--- src/rtl/occupancy_grid_accumulator_macros.svh ---
// Assertion macros shared by the occupancy grid accumulator RTL.
// Has no dependencies; included by the files that carry assertions.
`ifndef OCCUPANCY_GRID_ACCUMULATOR_MACROS_SVH
`define OCCUPANCY_GRID_ACCUMULATOR_MACROS_SVH

// Same-cycle implication, disabled while reset is asserted.
`define OGACC_ASSERT_IMPL(label, clk, rst_n, ante, cons, msg) \
    label: assert property (@(posedge clk) disable iff (!rst_n) (ante) |-> (cons)) \
        else $error(msg);

// Next-cycle implication, disabled while reset is asserted.
`define OGACC_ASSERT_NEXT(label, clk, rst_n, ante, cons, msg) \
    label: assert property (@(posedge clk) disable iff (!rst_n) (ante) |=> (cons)) \
        else $error(msg);

`endif

--- src/rtl/ogacc_pkg.sv ---
// Shared types and constants of the occupancy grid accumulator.
// Has no dependencies; used by every RTL module of the block.
package ogacc_pkg;

    localparam int GRID_ROWS_DEF = 128;
    localparam int GRID_COLS_DEF = 128;

    localparam int COUNT_W  = 32;
    localparam int RATIO_W  = 17;
    localparam int THRESH_W = 17;
    localparam int DIV_CNT_W = $clog2(RATIO_W);

    localparam logic [RATIO_W-1:0]  RATIO_ONE            = 17'h10000;
    localparam logic [THRESH_W-1:0] FREE_THRESHOLD_RESET = 17'd22938;

    localparam int IN_TDATA_W  = 40;
    localparam int OUT_TDATA_W = 88;

    localparam int APB_ADDR_W = 3;
    localparam int APB_DATA_W = 32;
    localparam logic [APB_ADDR_W-3:0] REG_FREE_THRESHOLD = 1'b0;

    typedef enum logic [1:0] {
        OP_EMPTY    = 2'd0,
        OP_OCCUPIED = 2'd1,
        OP_QUERY    = 2'd2
    } t_opcode;

    typedef struct packed {
        logic       rd;
        logic       upd;
        logic [1:0] op;
    } t_cell_cmd;

    typedef struct packed {
        logic [COUNT_W-1:0] occ;
        logic [COUNT_W-1:0] empty;
    } t_cell_cnt;

    typedef struct packed {
        logic               start;
        logic [COUNT_W-1:0] num;
        logic [COUNT_W:0]   den;
    } t_div_req;

    typedef struct packed {
        logic               done;
        logic [RATIO_W-1:0] quo;
    } t_div_rsp;

endpackage

--- src/rtl/ogacc_div.sv ---
// Restoring radix-2 divider for the occupied ratio, one quotient bit per cycle.
// Depends on ogacc_pkg for the request and response structs.
module ogacc_div (
    input  logic                i_clk,
    input  logic                i_rst_n,
    input  ogacc_pkg::t_div_req i_req,
    output ogacc_pkg::t_div_rsp o_rsp
);

    localparam int CW = ogacc_pkg::COUNT_W;
    localparam int QW = ogacc_pkg::RATIO_W;

    logic [CW:0]                       r_rem;
    logic [CW:0]                       r_div;
    logic [QW-1:0]                     r_quo;
    logic [ogacc_pkg::DIV_CNT_W-1:0]   r_cnt;
    logic                              r_busy;
    logic                              r_first;
    logic                              r_done;
    logic [CW+1:0]                     w_trial;
    logic [CW+1:0]                     w_diff;
    logic                              w_ge;

    // The numerator never exceeds the divisor, so the first step compares the
    // numerator itself and yields the integer bit; later steps shift in zeros.
    assign w_trial = r_first ? {1'b0, r_rem} : {r_rem, 1'b0};
    assign w_diff  = w_trial - {1'b0, r_div};
    assign w_ge    = w_trial >= {1'b0, r_div};

    always_ff @(posedge i_clk) begin
        if (!i_rst_n) begin
            r_busy <= 1'b0;
            r_done <= 1'b0;
            r_cnt  <= '0;
        end else begin
            r_done <= r_busy && (r_cnt == '0);
            if (i_req.start) begin
                r_busy <= 1'b1;
                r_cnt  <= ogacc_pkg::DIV_CNT_W'(QW - 1);
            end else if (r_busy) begin
                r_cnt <= r_cnt - ogacc_pkg::DIV_CNT_W'(1);
                if (r_cnt == '0) begin
                    r_busy <= 1'b0;
                end
            end
        end
    end

    always_ff @(posedge i_clk) begin
        if (i_req.start) begin
            r_rem   <= {1'b0, i_req.num};
            r_div   <= i_req.den;
            r_first <= 1'b1;
        end else if (r_busy) begin
            r_rem   <= w_ge ? w_diff[CW:0] : w_trial[CW:0];
            r_quo   <= {r_quo[QW-2:0], w_ge};
            r_first <= 1'b0;
        end
    end

    assign o_rsp.done = r_done;
    assign o_rsp.quo  = r_quo;

endmodule

--- config.mk ---
export PLATFORM = sky130hd
export DESIGN_NAME = ogacc_div
export DESIGN_NICKNAME = d
export VERILOG_FILES = /design/src/rtl/occupancy_grid_accumulator_macros.svh /design/src/rtl/ogacc_pkg.sv /design/src/rtl/ogacc_div.sv
export SDC_FILE = /design/constraint.sdc
export NUM_CORES = 1
export LEC_CHECK = 0
export BUFFER_PORTS_ARGS = -buffer_cell sky130_fd_sc_hd__buf_2
export CAP_MARGIN = 10
export CORE_UTILIZATION = 35
export DETAILED_ROUTE_END_ITERATION = 8
export PLACE_DENSITY = 0.63
export SYNTH_ARGS = -nofsm -noshare
export SYNTH_HDL_FRONTEND = slang
export SYNTH_SLANG_ARGS = --single-unit
--- constraint.sdc ---
create_clock -name i_clk -period 4.9 [get_ports i_clk]
set_input_delay 0.49 -clock i_clk [delete_from_list [all_inputs] [get_ports i_clk]]
set_output_delay 0.49 -clock i_clk [all_outputs]
set_load 0.02 [all_outputs]
==> impl_results.md <==
- Minimum clock period after layout: 4.38 ns
- Synth Flop Type: edfxtp_1
- Largest net degree at the start of global routing: 44
- CP endpoint kind: register
- Via Count: 4710
- EDFF count, synth: 82
- Synth top area share: 41.4%
- First-pass GRT wire length: 24.4 mm
- Post-Synth Adder-Cell Area: 7.70%
- Layout cells sized above 1: 24.0%
- RePlAce Congestion: 0.892
- PostCTS Resize Cnt: 0
- Main combinational cell family by area after synthesis: compound AO/OA/AOI/OAI gates
- CP max FO: 33
- CP Data Required Time: 5.07 ns
- DR WL/cell: 15.7 um
- Total chip power: 2.89 mW
- Setup Crit Path Kind: register to register
- Port Buffers: 85
- Total grt overflow: 0
- YS warnings: 0
- CTS Buf Count: 9
- Max Freq: 0.228 GHz
- Clock Tree Root: clkbuf_16
- Post-synthesis compound-gate area fraction: 17.1%
- Die height: 132 um
- Max Slew Vio Count: 0
- Mapped Nets: 694
- WHS: 0.305 ns
- CTS sink count: 91
- CP arrival: 4.55 ns
- Met1 Use GR: 23.4%
- Post-synth ARST share: 0%
- Number of distinct library cells after synthesis: 65
- RSZ-0062 raised after global routing: no
- Hold Violations, Final: 0
- H-Tree Level Count: 3
- Clk pin slew, worst setup/hold paths: 0.07 ns
- Setup slack on the worst flop-to-flop path: 0.52 ns
- DR iter-0 viols: 241
- Final nets: 767
- Mean Syn Cell Area: 10.1 sq um
- I/O pin count: 86
- GRT met2 Usage: 28.2%
- Maximum resistive drop on vdd: 0.000217 V
- Final period utilization: 89.3%
- Initial antenna violation count: 0
- Fin Clk Skew: 0.00906 ns
- Setup TNS Final: 0 ns
- Synth top area cells: edfxtp_1 (41%), ha_1 (7.4%), mux2_2 (6.4%)
- Worst-margin pin slew: 0.826 ns
- Sequential area share after synthesis: 44.5%
- Postcts setup bufs: 0
- M3 GR Usage: 3.31%
- Area growth syn-to-layout: 15.0%
- Cell accounting for the most synthesized area: edfxtp_1
- GRT Util Overall: 17.4%
- Mux contribution to synthesized area: 7.28%
- P per Cell Area: 422 mW/mm^2
- Mapped cell area: 0.00594 sq mm
- Slew Limit Headroom: 44.9%
- Max-Cap Viols: 0
- Vias in the first global route: 4940
- CTS tree: done
- Count leader, synth: edfxtp_1
- Synth cell count leaders: edfxtp_1 (82), nand2_1 (59), nor2_1 (47)
- Final Setup Violations: 0
- Post-route ant nets: 0
- Hold buffers post-CTS: 0
- Routed wire length: 14.0 mm
- # diodes: 0
- Worst hold-check path type: primary input to register
- Yosys reg bits: 91
- Die area: 0.0175 sq mm
- DR pass1 iterations: 4
- Outcome: completed
- Core area: 0.0166 sq mm
- Pleak: 2.87 nW
- Mapped Cells: 590
- DRC viols: 0
- # rows: 47
- Worst-Skew Late Latency: 0.35 ns
- Xor and xnor fraction of the mapped netlist area: 3.83%
- Synth Area in Simple Gates: 14.1%
- Startpoint types: register
- Starting Density: 35.8%
- HPWL Detailed: 10.4 mm
- Vias per inst: 5.30
- CTS max path bufs: 2
- Die width: 132 um
- Gr busiest metal: met2
[worst max-delay path: stages, from the launching register on]
cell      delay [ns]
dfxtp_1         0.86
mux2_2          0.45
fa_1            0.44
a21o_1          0.22
a221oi_2        0.34
o21ai_1         0.23
a211oi_2        0.34
o21ai_2         0.16
nand2_2         0.10
clkinv_2        0.40
and3_1          0.38
a211oi_1        0.26
[cells by family (layout without fill, tap and decap cells)]
| group | after synthesis | count (layout) |
|---|---|---|
| buf+inv | 77 | 155 |
| flops | 91 | 91 |
| simple gates | 174 | 174 |
| compound gates | 147 | 147 |
| mux | 39 | 39 |
| xor+xnor | 26 | 26 |
| fa+ha+maj | 36 | 36 |
[metrics by stage]
stage / std cells / worst slack (ns) / cell area (sq um) / util [%]
global placement: 872 / 0.672 / 6550 / 39.5
floorplan: 590 / 1.20 / 5940 / -
finish: 888 / 0.523 / 6840 / 41.2
global route: 888 / 0.171 / 6840 / 41.2
CTS: 888 / 0.513 / 6840 / 41.2
detailed placement: 872 / 0.542 / 6550 / 39.5
[layout by cell type, fill, tap and decap left out, types with 4 or more instances in the layout]
| master | netlist | final |
|---|---|---|
| a211oi_1 | 4 | 4 |
| a21o_1 | 20 | 20 |
| a21oi_1 | 33 | 33 |
| a2bb2oi_1 | 4 | 4 |
| a31oi_1 | 22 | 22 |
| and3_1 | 4 | 4 |
| buf_2 | 8 | 85 |
| buf_4 | 6 | 7 |
| clkbuf_16 | 0 | 9 |
| dfxtp_1 | 9 | 9 |
| edfxtp_1 | 82 | 82 |
| ha_1 | 35 | 35 |
| inv_1 | 46 | 46 |
| mux2_2 | 34 | 34 |
| mux2i_1 | 5 | 5 |
| nand2_1 | 59 | 59 |
| nand3_1 | 16 | 16 |
| nand4_1 | 6 | 6 |
| nor2_1 | 47 | 46 |
| nor2b_1 | 4 | 4 |
| nor3_1 | 10 | 10 |
| nor4_1 | 6 | 6 |
| nor4b_1 | 4 | 4 |
| o21a_1 | 6 | 6 |
| o21ai_0 | 15 | 15 |
| o21ai_1 | 6 | 6 |
| or3_1 | 4 | 4 |
| xnor2_1 | 19 | 19 |
| xor2_1 | 7 | 7 |
[layer usage]
| layer | up-vias | wire length (um) |
|---|---|---|
| met1 | 2239 | 6700 |
| met4 | 0 | 157 |
| met3 | 12 | 734 |
| met2 | 133 | 6370 |
| li1 | 2326 | - |
| met5 | - | 0 |
[sequential cells by signal, indices dropped and copies added (netlist names)]
name,flops
r_div,33
r_cnt,5
r_quo,17
r_rem,33
r_busy,1
r_done,1
r_first,1
[cell type report]
class / instances / area, sq um
repair buffers: 92 / 478
fillers: 1619 / 9750
clock buffers: 9 / 225
flip-flops and latches: 91 / 2640
inverters: 47 / 178
multi-input cells: 422 / 2970
clock inverters: 7 / 65.1
well taps: 220 / 275
[worst paths after layout]
path                        start                   to  depth (start not counted)
max          r_first$_SDFFE_PP1P_  r_rem[27]$_DFFE_PP_                         11
min                     i_req[32]  r_div[32]$_DFFE_PP_                          1
max reg2reg  r_first$_SDFFE_PP1P_  r_rem[27]$_DFFE_PP_                         11
min reg2reg    r_quo[7]$_DFFE_PP_   r_quo[8]$_DFFE_PP_                          0
[power breakdown]
group	internal, mW	switching [mW]	total [mW]	leakage, nW
Sequential	0.959	0.0464	1.01	0.870
Clock	0.358	0.332	0.690	0.141
Combinational	0.489	0.701	1.19	1.86
Total	1.81	1.08	2.89	2.87
(Power assumes the default switching activity.)
